**src/rtl/assert_macros.svh**
```systemverilog
// Assertion macros used by the top-level RTL.
`ifndef ASSERT_MACROS_SVH
`define ASSERT_MACROS_SVH
`ifndef SYNTHESIS
`define ASSERT_CLK(lbl, clk, rst, prop) \
  lbl: assert property (@(posedge clk) disable iff (rst) prop) \
    else $error("assertion failed");
`define ASSERT_NEVER(lbl, clk, rst, expr) \
  lbl: assert property (@(posedge clk) disable iff (rst) !(expr)) \
    else $error("forbidden condition seen");
`else
`define ASSERT_CLK(lbl, clk, rst, prop)
`define ASSERT_NEVER(lbl, clk, rst, expr)
`endif
`endif

```
**src/rtl/nmai_pkg.sv**
```systemverilog
`timescale 1ns / 1ps
package nmai_pkg;

  localparam int DIM       = 2;
  localparam int MAX_MODES = 64;

  localparam int COORD_W = 16;
  localparam int MAG_W   = COORD_W + 1;
  localparam int SQ_W    = 2 * MAG_W;
  localparam int ACC_W   = SQ_W + $clog2(DIM);
  localparam int LIM_W   = 2 * COORD_W;
  localparam int IDX_W   = (MAX_MODES > 1) ? $clog2(MAX_MODES) : 1;
  localparam int CNT_W   = $clog2(MAX_MODES + 1);
  localparam int EXT_W   = IDX_W + 1;
  localparam int D_W     = (DIM > 1) ? $clog2(DIM) : 1;
  localparam int OIDX_W  = 6;

  typedef logic [DIM-1:0][COORD_W-1:0] coord_vec_t;

  typedef struct packed {
    logic signed [COORD_W-1:0] coord_0;
    logic signed [COORD_W-1:0] coord_1;
    logic signed [COORD_W-1:0] coord_2;
    logic signed [COORD_W-1:0] coord_3;
  } point_t;

  typedef struct packed {
    logic signed [COORD_W-1:0] mode_0;
    logic signed [COORD_W-1:0] mode_1;
    logic signed [COORD_W-1:0] mode_2;
    logic signed [COORD_W-1:0] mode_3;
    logic [OIDX_W-1:0]         cluster_index;
    logic                      new_cluster;
    logic                      table_full;
  } result_t;

  // Used coordinates of a point; the rest are dropped.
  function automatic coord_vec_t point_to_vec(point_t p);
    logic [3:0][COORD_W-1:0] w;
    coord_vec_t v;
    w[0] = p.coord_0;
    w[1] = p.coord_1;
    w[2] = p.coord_2;
    w[3] = p.coord_3;
    for (int d = 0; d < DIM; d++) begin
      v[d] = w[d];
    end
    return v;
  endfunction

  function automatic result_t make_result(coord_vec_t v, logic [OIDX_W-1:0] idx,
                                          logic is_new, logic is_full);
    logic [3:0][COORD_W-1:0] w;
    result_t r;
    w = '0;
    for (int d = 0; d < DIM; d++) begin
      w[d] = v[d];
    end
    r.mode_0        = w[0];
    r.mode_1        = w[1];
    r.mode_2        = w[2];
    r.mode_3        = w[3];
    r.cluster_index = idx;
    r.new_cluster   = is_new;
    r.table_full    = is_full;
    return r;
  endfunction

  function automatic logic [MAG_W-1:0] abs_diff(logic [COORD_W-1:0] a,
                                                logic [COORD_W-1:0] b);
    logic signed [MAG_W-1:0] diff;
    diff = $signed({a[COORD_W-1], a}) - $signed({b[COORD_W-1], b});
    return diff[MAG_W-1] ? MAG_W'(-diff) : MAG_W'(diff);
  endfunction

endpackage

```
**src/rtl/nearest_mode_assign_or_insert_top.sv**
```systemverilog
`timescale 1ns / 1ps
// Channel  | Handshake           | Payload
// ---------+---------------------+----------------------
// point in | start, busy         | point (point_t)
// result   | done (one cycle)    | result (result_t)
// config   | cfg_we              | cfg_wdata (match_radius)
//
// A transfer first squares the radius (S_RAD, S_LIM), then scans the stored modes
// in turn (memory read, one pass of the single squarer per coordinate, compare),
// and inserts the point when nothing matches and the table has room. done pulses
// the cycle after the last step; busy is low again then.
// rst is synchronous: mode count 0, match_radius 256; the table needs no clearing.
// The receiver cannot stall; each result is flagged by done for one cycle only.
`include "assert_macros.svh"
module nearest_mode_assign_or_insert_top (
  input  logic                   clk,
  input  logic                   rst,
  input  logic                   start,
  output logic                   busy,
  input  nmai_pkg::point_t       point,
  output logic                   done,
  output nmai_pkg::result_t      result,
  input  logic                   cfg_we,
  input  logic [15:0]            cfg_wdata
);

  typedef enum logic [7:0] {
    S_IDLE = 8'b0000_0001,
    S_RAD  = 8'b0000_0010,
    S_LIM  = 8'b0000_0100,
    S_RD   = 8'b0000_1000,
    S_MUL  = 8'b0001_0000,
    S_ACC  = 8'b0010_0000,
    S_CMP  = 8'b0100_0000,
    S_NEW  = 8'b1000_0000
  } state_t;

  state_t                          state, state_next;
  logic [15:0]                     match_radius;
  logic [nmai_pkg::CNT_W-1:0]      mode_count;
  logic [nmai_pkg::IDX_W-1:0]      mode_idx;
  logic [nmai_pkg::D_W-1:0]        coord_idx;
  nmai_pkg::coord_vec_t            pt;
  logic [nmai_pkg::LIM_W-1:0]      lim;
  nmai_pkg::coord_vec_t            rd_data;
  logic [nmai_pkg::MAG_W-1:0]      sq_x;
  logic [nmai_pkg::SQ_W-1:0]       sq;
  logic [nmai_pkg::ACC_W-1:0]      acc;
  logic                            hit, last_mode, last_coord, has_room;
  logic [nmai_pkg::IDX_W+5:0]      idx_ext;
  logic [nmai_pkg::CNT_W+5:0]      cnt_ext;

  assign busy       = (state != S_IDLE);
  assign hit        = (acc <= nmai_pkg::ACC_W'(lim));
  assign last_mode  = (({1'b0, mode_idx} + nmai_pkg::EXT_W'(1)) ==
                       nmai_pkg::EXT_W'(mode_count));
  assign last_coord = (coord_idx == nmai_pkg::D_W'(nmai_pkg::DIM - 1));
  assign has_room   = (mode_count != nmai_pkg::CNT_W'(nmai_pkg::MAX_MODES));
  assign idx_ext    = {6'b0, mode_idx};
  assign cnt_ext    = {6'b0, mode_count};

  always_comb begin
    if (state == S_RAD) begin
      sq_x = {1'b0, match_radius};
    end else begin
      sq_x = nmai_pkg::abs_diff(pt[coord_idx], rd_data[coord_idx]);
    end
  end

  nmai_sqacc u_sqacc (
    .clk     (clk),
    .x       (sq_x),
    .acc_en  (state == S_ACC),
    .acc_clr (coord_idx == '0),
    .sq      (sq),
    .acc     (acc)
  );

  nmai_store u_store (
    .clk   (clk),
    .we    ((state == S_NEW) && has_room),
    .waddr (mode_count[nmai_pkg::IDX_W-1:0]),
    .wdata (pt),
    .re    (state == S_RD),
    .raddr (mode_idx),
    .rdata (rd_data)
  );

  always_comb begin
    state_next = state;
    unique case (state)
      S_IDLE: if (start) state_next = S_RAD;
      S_RAD:  state_next = S_LIM;
      S_LIM:  state_next = (mode_count == '0) ? S_NEW : S_RD;
      S_RD:   state_next = S_MUL;
      S_MUL:  state_next = S_ACC;
      S_ACC:  state_next = last_coord ? S_CMP : S_MUL;
      S_CMP: begin
        priority if (hit) state_next = S_IDLE;
        else if (last_mode) state_next = S_NEW;
        else state_next = S_RD;
      end
      S_NEW:  state_next = S_IDLE;
      default: state_next = S_IDLE;
    endcase
  end

  always_ff @(posedge clk) begin
    if (rst) begin
      state        <= S_IDLE;
      match_radius <= 16'd256;
      mode_count   <= '0;
      done         <= 1'b0;
    end else begin
      state <= state_next;
      done  <= ((state == S_CMP) && hit) || (state == S_NEW);
      if (cfg_we) begin
        match_radius <= cfg_wdata;
      end
      if ((state == S_NEW) && has_room) begin
        mode_count <= mode_count + nmai_pkg::CNT_W'(1);
      end
    end
  end

  always_ff @(posedge clk) begin
    unique case (state)
      S_IDLE: begin
        pt        <= nmai_pkg::point_to_vec(point);
        mode_idx  <= '0;
        coord_idx <= '0;
      end
      S_LIM: lim <= sq[nmai_pkg::LIM_W-1:0];
      S_ACC: coord_idx <= last_coord ? '0 : coord_idx + nmai_pkg::D_W'(1);
      S_CMP: begin
        if (hit) begin
          result <= nmai_pkg::make_result(rd_data, idx_ext[5:0], 1'b0, 1'b0);
        end else if (!last_mode) begin
          mode_idx <= mode_idx + nmai_pkg::IDX_W'(1);
        end
      end
      S_NEW: begin
        if (has_room) begin
          result <= nmai_pkg::make_result(pt, cnt_ext[5:0], 1'b1, 1'b0);
        end else begin
          result <= nmai_pkg::make_result(pt, '0, 1'b0, 1'b1);
        end
      end
      default: ;
    endcase
  end

  `ASSERT_CLK(a_done_src, clk, rst, done |-> ($past(state) == S_CMP || $past(state) == S_NEW))
  `ASSERT_NEVER(a_count_max, clk, rst, mode_count > nmai_pkg::CNT_W'(nmai_pkg::MAX_MODES))
  `ASSERT_NEVER(a_flags_excl, clk, rst, done && result.new_cluster && result.table_full)
  `ASSERT_CLK(a_count_step, clk, rst, (!$past(rst) && mode_count != $past(mode_count)) |-> (done && result.new_cluster))

endmodule

```
**src/rtl/nmai_sqacc.sv**
```systemverilog
`timescale 1ns / 1ps
module nmai_sqacc (
  input  logic                       clk,
  input  logic [nmai_pkg::MAG_W-1:0] x,
  input  logic                       acc_en,
  input  logic                       acc_clr,
  output logic [nmai_pkg::SQ_W-1:0]  sq,
  output logic [nmai_pkg::ACC_W-1:0] acc
);

  always_ff @(posedge clk) begin
    sq <= x * x;
    if (acc_en) begin
      acc <= (acc_clr ? '0 : acc) + nmai_pkg::ACC_W'(sq);
    end
  end

endmodule

```
**src/rtl/nmai_store.sv**
```systemverilog
`timescale 1ns / 1ps
module nmai_store (
  input  logic                       clk,
  input  logic                       we,
  input  logic [nmai_pkg::IDX_W-1:0] waddr,
  input  nmai_pkg::coord_vec_t       wdata,
  input  logic                       re,
  input  logic [nmai_pkg::IDX_W-1:0] raddr,
  output nmai_pkg::coord_vec_t       rdata
);

  nmai_pkg::coord_vec_t mem [nmai_pkg::MAX_MODES];

  always_ff @(posedge clk) begin
    if (we) begin
      mem[waddr] <= wdata;
    end
  end

  always_ff @(posedge clk) begin
    if (re) begin
      rdata <= mem[raddr];
    end
  end

endmodule
```
**config.mk**
```make
export PLATFORM = sky130hd
export DESIGN_NAME = nearest_mode_assign_or_insert_top
export DESIGN_NICKNAME = d
export VERILOG_FILES = /design/src/rtl/nmai_pkg.sv /design/src/rtl/nearest_mode_assign_or_insert_top.sv /design/src/rtl/nmai_sqacc.sv /design/src/rtl/nmai_store.sv
export VERILOG_INCLUDE_DIRS = /design/src /design/src/rtl
export SDC_FILE = /design/constraint.sdc
export NUM_CORES = 2
export LEC_CHECK = 0
export BUFFER_PORTS_ARGS = -buffer_cell sky130_fd_sc_hd__buf_4
export CAP_MARGIN = 30
export CORE_ASPECT_RATIO = 1.25
export CORE_UTILIZATION = 39
export DETAILED_ROUTE_END_ITERATION = 8
export MAX_ROUTING_LAYER = met4
export RECOVER_POWER = 100
export SETUP_SLACK_MARGIN = 0.2
export SLEW_MARGIN = 20
export SYNTH_ARGS = -nofsm -noshare
export SYNTH_HDL_FRONTEND = slang
export SYNTH_HIERARCHICAL = 1
export SYNTH_SLANG_ARGS = --single-unit
```
**constraint.sdc**
```tcl
create_clock -name clk -period 22.3 [get_ports clk]
set_clock_uncertainty 0.2 [all_clocks]
set_input_delay 4.46 -clock clk [delete_from_list [all_inputs] [get_ports clk]]
set_output_delay 4.46 -clock clk [all_outputs]
set_load 0.1 [all_outputs]
```
# ---- Yosys cells after proc, flatten, opt, wreduce, memory -nomap -nowiden
# Memories as Yosys holds them, arrays and structs flattened. A register that Yosys moved wholly into a read port is not among the register bits.
# Index checks and enable logic that the tools add are counted.
dict set report word_totals {
  reg_bits 244
  latch_bits 0
  ram_bits 2048
  rom_bits 0
  input_bits 84
  word_cells 76
  memories 1
}
# name words word_bits read_ports rd_clocked_by_memory_dff write_ports line_no
set mem_list {}
lappend mem_list {u_store.mem 64 32 1 1 1 nmai_store.sv:12} ;# nmai_pkg::coord_vec_t mem [nmai_pkg::MAX_MODES];
dict set report op_classes {
  addsub 7
  multipliers 1
  div 0
  magnitude_cmp 2
  n_eq_ne 15
  n_shift 0
  n_mux 23
  bitwise 0
  reduce_logical 9
}
# operator n
set ops {}
lappend ops {{$pmux 72 s2} 1}
lappend ops {{$mux 72} 1}
lappend ops {{$mux 16} 4}
lappend ops {{$pmux 8 s7} 1}
lappend ops {{$mux 8} 5}
lappend ops {{$add 35x34->35} 1}
lappend ops {{$le 35x32->1} 1}
lappend ops {{$mux 35} 1}
lappend ops {{$mul 17x17->34} 1}
lappend ops {{$mux 17} 2}
lappend ops {{$neg 17->17} 1}
lappend ops {{$sub 16x16->17} 1}
lappend ops {{$mux 6} 2}
lappend ops {{$pmux 6 s2} 1}
lappend ops {{$eq 8x1->1 const B} 1}
lappend ops {{$eq 8x2->1 const B} 1}
lappend ops {{$eq 8x3->1 const B} 1}
lappend ops {{$eq 8x4->1 const B} 1}
lappend ops {{$eq 8x5->1 const B} 1}
lappend ops {{$eq 8x6->1 const B} 1}
lappend ops {{$eq 8x7->1 const B} 1}
lappend ops {{$eq 8x8->1 const B} 1}
lappend ops {{$ne 2x2->1 const B} 4}
lappend ops {{$ne 8x1->1 const B} 1}
lappend ops {{other kinds (16)} 21}

# ---- Depth between registers and ports, before layout
dict set report logic_depth {
  word_depth 7
  ltp_mapped 38
  ltp_nobuf 33
}

# ---- By module
# Netlist, hierarchy kept.
# module instances cells_each area_each_um2 seq_area_each_um2
set modules_own_cells {}
lappend modules_own_cells {nmai_store 1 3324 78835.6 62459.9}
lappend modules_own_cells {nmai_sqacc 1 1336 12192.9 1711.6}
lappend modules_own_cells {nearest_mode_assign_or_insert_top 1 814 8249.2 3973.8}

# ---- Worst setup path before layout
# No wires, ideal clock.
dict set report synth_timing {
  path_type {register to register}
  from {register coord_idx}
  to {register u_sqacc/sq[29] in the netlist's numbering}
  setup_time_ns 0.122
  t_arrival_ns 9.671
  required_ns 21.978
  path_slack_ns 12.307
  stages_incl_launch_ff 35
  path_cell_list {edfxtp_1 -> clkbuf_1 -> clkbuf_1 -> mux2i_1 -> ha_1 -> inv_1 -> fa_1 -> a211oi_2 -> nor2_1 -> or4_4 -> a221oi_4 -> o311ai_2 -> nor2_2 -> a31oi_1 -> nor4bb_1 -> clkbuf_1 -> nand2_1 -> fa_1 -> fa_1 -> inv_1 -> fa_1 -> fa_1 -> fa_1 -> inv_1 -> fa_1 -> inv_1 -> ha_1 -> buf_2 -> a21o_1 -> a21o_1 -> a21o_1 -> a2111o_1 -> o211a_1 -> or4b_1 -> o311a_1}
}
dict set report synth_between {
  elab_chain_len 7
  word_cells_on_any_way 9
  classes_between {2 x add/sub; 1 x mul; 6 x mux}
}
# item line_no
set synth_rtl {}
lappend synth_rtl {{start: declaration} nearest_mode_assign_or_insert_top.sv:42} ;# logic [nmai_pkg::D_W-1:0] coord_idx;
lappend synth_rtl {{start signal: assignment} nearest_mode_assign_or_insert_top.sv:134} ;# S_ACC: coord_idx <= last_coord ? '0 : coord_idx + nmai_pkg::D_W'(1);
lappend synth_rtl {{$mux 16 (not written as such) (2 in a row)} nearest_mode_assign_or_insert_top.sv:66} ;# sq_x = nmai_pkg::abs_diff(pt[coord_idx], rd_data[coord_idx]);
lappend synth_rtl {{$sub 16x16->17 *} nmai_pkg.sv:72} ;# diff = $signed({a[COORD_W-1], a}) - $signed({b[COORD_W-1], b});
lappend synth_rtl {{$neg 17->17} nmai_pkg.sv:73} ;# return diff[MAG_W-1] ? MAG_W'(-diff) : MAG_W'(diff);
lappend synth_rtl {{$mux 17 *} nmai_pkg.sv:73}
lappend synth_rtl {{$mux 17 *} nearest_mode_assign_or_insert_top.sv:63} ;# if (state == S_RAD) begin
lappend synth_rtl {{named net sq_x, one bit} nearest_mode_assign_or_insert_top.sv:46} ;# logic [nmai_pkg::MAG_W-1:0] sq_x;
lappend synth_rtl {{$mul 17x17->34 *} nmai_sqacc.sv:12} ;# sq <= x * x;
lappend synth_rtl {{end signal: assignment} nmai_sqacc.sv:12}
lappend synth_rtl {{end: declaration} nmai_sqacc.sv:7} ;# output logic [nmai_pkg::SQ_W-1:0] sq,
# Mark *: on every way through the listed nets, which the timed path passes. The rest lies on a longest branch. The select of a mux whose other input is x is not followed.
# A chain may end at the register's enable or synchronous reset.

# ---- Worst setup path after layout
dict set report layout_timing {
  from {register pt[3] in the netlist's numbering}
  to {register u_sqacc/sq[29] in the netlist's numbering}
}
dict set report layout_between {
  word_cells_on_any_way 7
  classes_between {2 x add/sub; 1 x mul; 4 x mux}
}
# item line_no
set layout_rtl {}
lappend layout_rtl {{start: declaration} nearest_mode_assign_or_insert_top.sv:43} ;# nmai_pkg::coord_vec_t pt;
lappend layout_rtl {{start signal: assignment} nearest_mode_assign_or_insert_top.sv:129} ;# pt <= nmai_pkg::point_to_vec(point);
lappend layout_rtl {{$mux 16 (not written as such) (2 in a row)} nearest_mode_assign_or_insert_top.sv:66}
lappend layout_rtl {{$sub 16x16->17} nmai_pkg.sv:72}
lappend layout_rtl {{$mux 17} nmai_pkg.sv:73}
lappend layout_rtl {{$mux 17} nearest_mode_assign_or_insert_top.sv:63}
lappend layout_rtl {{named net sq_x, one bit} nearest_mode_assign_or_insert_top.sv:46}
lappend layout_rtl {{$mul 17x17->34} nmai_sqacc.sv:12}
# The timed path passes the listed nets, and every way through them passes these cells. The select of a mux whose other input is x is not followed.

==> results.txt <==
slowest stage delay, CP - 2.62 ns
most frequent cells in the layout - edfxtp_1, mux4_2, inv_1
post-CTS sizing - 0
Cell Rows - 206
Worst R2R Setup Slack - 8.68 ns
RSZ-0062 raised after global routing - no
Area Overhead vs Synth - 12.1%
fmax - 0.0734 GHz
ys flop type - edfxtp_1
asr flop ratio synth - 0
largest family of logic cells by synthesized area - multiplexers
most used cell, CP - fa_1
die width - 453 um
GRT Resource Usage Total - 0.213
CP Capture Type - flop
Gate Count Post-Synth - 5474
DRC - 0
GR Overflow Total - 0
complex-gate fraction of the synthesized area - 0.0357
max-cap viol count - 122
period utilization - 0.611
crit path time final - 13.62 ns
worst-path maximum fanout - 66
Post-Syn Area per Cell - 18.1 um2
hold_sp - u_sqacc/sq[22]$_DFF_P_
first-pass GRT wire length - 379000 um
R2R Path Start - pt[3]$_DFFE_PP_
Min-Delay Path Class - reg -> reg
CTS sink count - 2291
Min Hold Slack - 0.235 ns
count of cell types in the netlist - 84
number of antenna-violating nets in the routed design - 0
mux contribution to synthesized area - 0.138
WL final - 266000 um
Max-slew headroom - -4.10
Post-synth EDFFs - 2226
die footprint - 257000 um2
port bufs - 93
CTS tree - yes
warnings from Yosys - 6
worst hold path depth - 0
share of layout cells above drive strength 1 - 0.179
Syn Std Cell Area - 99300 um2
Synth Area in XOR/XNOR - 0.00891
Core Area - 253000 um2
GP Congestion - 0.882
Top Ports - 158
hold buffers post-CTS - 0
total CTS buffers - 222
initial core utilization - 0.393
H-tree depth - 4
clock-pin slew on the worst setup and hold paths - 0.07 ns
adder-cell area share of the yosys netlist - 0.0633
crit path max-delay cell type - clkbuf_1
failing checks - max-capacitance violations, max-slew violations
Synth Area in Simple Gates - 0.0406
CP startpoint kind - flop
worst-case reg-to-reg path depth - 32
WHS Endpoint - lim[22]$_DFFE_PP_
# nets final - 6182
CP startpoint - pt[3]$_DFFE_PP_
largest net degree at the start of global routing - 116
CP required - 22.83 ns
Hold Fails Final Rpt - 0
CP arrival - 14.16 ns
critical path class - reg -> reg
result of the run - finished with violations
Slew Limit Fails - 4737
Max Buffers Root-to-Sink - 3
Filler Cells Inserted - 21892
commonest non-fill, non-tap cell in the layout - edfxtp_1
vias in the first global route - 52952
post-detail-place hpwl - 155000 um
Slew @ Worst Pin - 7.65 ns
DR WL/cell - 28.8 um
sequential area share after synthesis - 0.686
Vias - 51989
worst skew pair latency - 0.88 ns
initial antenna violation count - 12
drt first pass iters - 6
Crit Reg-Reg Endpoint - u_sqacc/sq[29]$_DFF_P_
postcts setup bufs - 0
die height - 566 um
setup TNS - 0 ns
root buf cell - clkbuf_16
Yosys reg bits - 2291
Initial DRC Count - 5091
final setup vio count - 0
vias per inst - 5.63
## kinds of logic after synthesis
| group | after synthesis |
|---|---|
| simple gates | 845 |
| fa+ha+maj | 387 |
| xor+xnor | 101 |
| other cells | 2 |
| compound gates | 537 |
| mux | 688 |
| flops | 2291 |
| buf+inv | 623 |
## layout make-up
type	count	area, um2	area share
clock inverter	142	1570	0.0141
timing repair buffer	268	1450	0.0130
sequential	2291	68100	0.612
clock buffer	269	5730	0.0515
multi-input combinational	2591	29000	0.260
tap	3328	4160	0.0374
inverter	337	1260	0.0114
antenna	13	32.5	0.000292
## critical path: cells and delay by family, from the launching register on
kind,cells,cell delay (ns)
simple gates,3,0.90
buf+inv,6,3.67
fa+ha+maj,8,3.44
flops,1,0.32
xor+xnor,1,0.21
mux,1,0.55
compound gates,13,4.00
## layer usage
layer	track usage	vias up	routed length, um
met3	0.0339	388	20600
met2	0.352	2016	133000
met1	0.270	27724	103000
li1	-	21861	-
met4	0.0657	0	8930
met5	-	-	0
## cells in the mapped netlist, types with 12 or more instances
cell type | number | share of area
dfxtp_1 | 65 | 0.013
mux2i_1 | 126 | 0.013
nor3_1 | 23 | 0.0012
a31oi_1 | 16 | 0.0010
and3_1 | 16 | 0.0010
o21ai_0 | 60 | 0.0030
and2_1 | 66 | 0.0042
or3_1 | 13 | 0.00082
fa_1 | 192 | 0.039
a22oi_1 | 14 | 0.0011
buf_2 | 62 | 0.0031
nand2_1 | 277 | 0.010
inv_1 | 337 | 0.013
o221ai_1 | 31 | 0.0027
xnor2_1 | 63 | 0.0056
xor2_1 | 38 | 0.0034
o22ai_1 | 84 | 0.0053
o211ai_1 | 12 | 0.00091
o21a_1 | 17 | 0.0013
nand2b_1 | 21 | 0.0013
clkbuf_1 | 137 | 0.0052
mux4_2 | 544 | 0.12
ha_1 | 195 | 0.025
nand3_1 | 31 | 0.0016
nor2_1 | 242 | 0.0091
a21oi_1 | 158 | 0.0080
a211oi_1 | 13 | 0.00098
edfxtp_1 | 2226 | 0.67
buf_1 | 24 | 0.00091
nor2b_1 | 61 | 0.0038
mux2_2 | 18 | 0.0020
buf_4 | 58 | 0.0044
a21o_1 | 54 | 0.0041
nand4_1 | 27 | 0.0017
nand3b_1 | 12 | 0.00091
## registers in the layout (all words and copies together), names as in the netlist
signal / cells
done: 1
match_radius: 16
result: 40
pt: 32
u_store/rdata: 32
mode_idx: 6
u_sqacc/sq: 33
state: 8
u_store/mem: 2048
coord_idx: 1
mode_count: 7
u_sqacc/acc: 35
lim: 32
## worst max path at each step
stage / endpoint / slack (ns) / depth (start not counted)
2_1_floorplan: u_sqacc/sq[29]$_DFF_P_ / 12.31 / 34
3_3_place_gp: u_sqacc/sq[30]$_DFF_P_ / 11.17 / 32
3_5_place_dp: u_sqacc/sq[29]$_DFF_P_ / 11.22 / 31
4_1_cts: u_sqacc/sq[30]$_DFF_P_ / 11.18 / 32
5_1_grt: u_store/rdata[16]$_DFFE_PP_ / 7.77 / 7
6_report: u_sqacc/sq[29]$_DFF_P_ / 8.68 / 32
## stage by stage
| stage | cell area, um2 | worst slack (ns) | cells | utilization |
|---|---|---|---|---|
| global route | 111000 | 7.77 | 9231 | 0.441 |
| floorplan | 99400 | 12.31 | 5505 | - |
| detailed placement | 105000 | 11.22 | 8813 | 0.415 |
| CTS | 112000 | 11.18 | 9224 | 0.444 |
| finish | 111000 | 8.68 | 9239 | 0.441 |
| global placement | 105000 | 11.17 | 8810 | 0.415 |
Power is not shown: default switching activity piles up to over one toggle a cycle in this logic, so the estimate is an artifact.
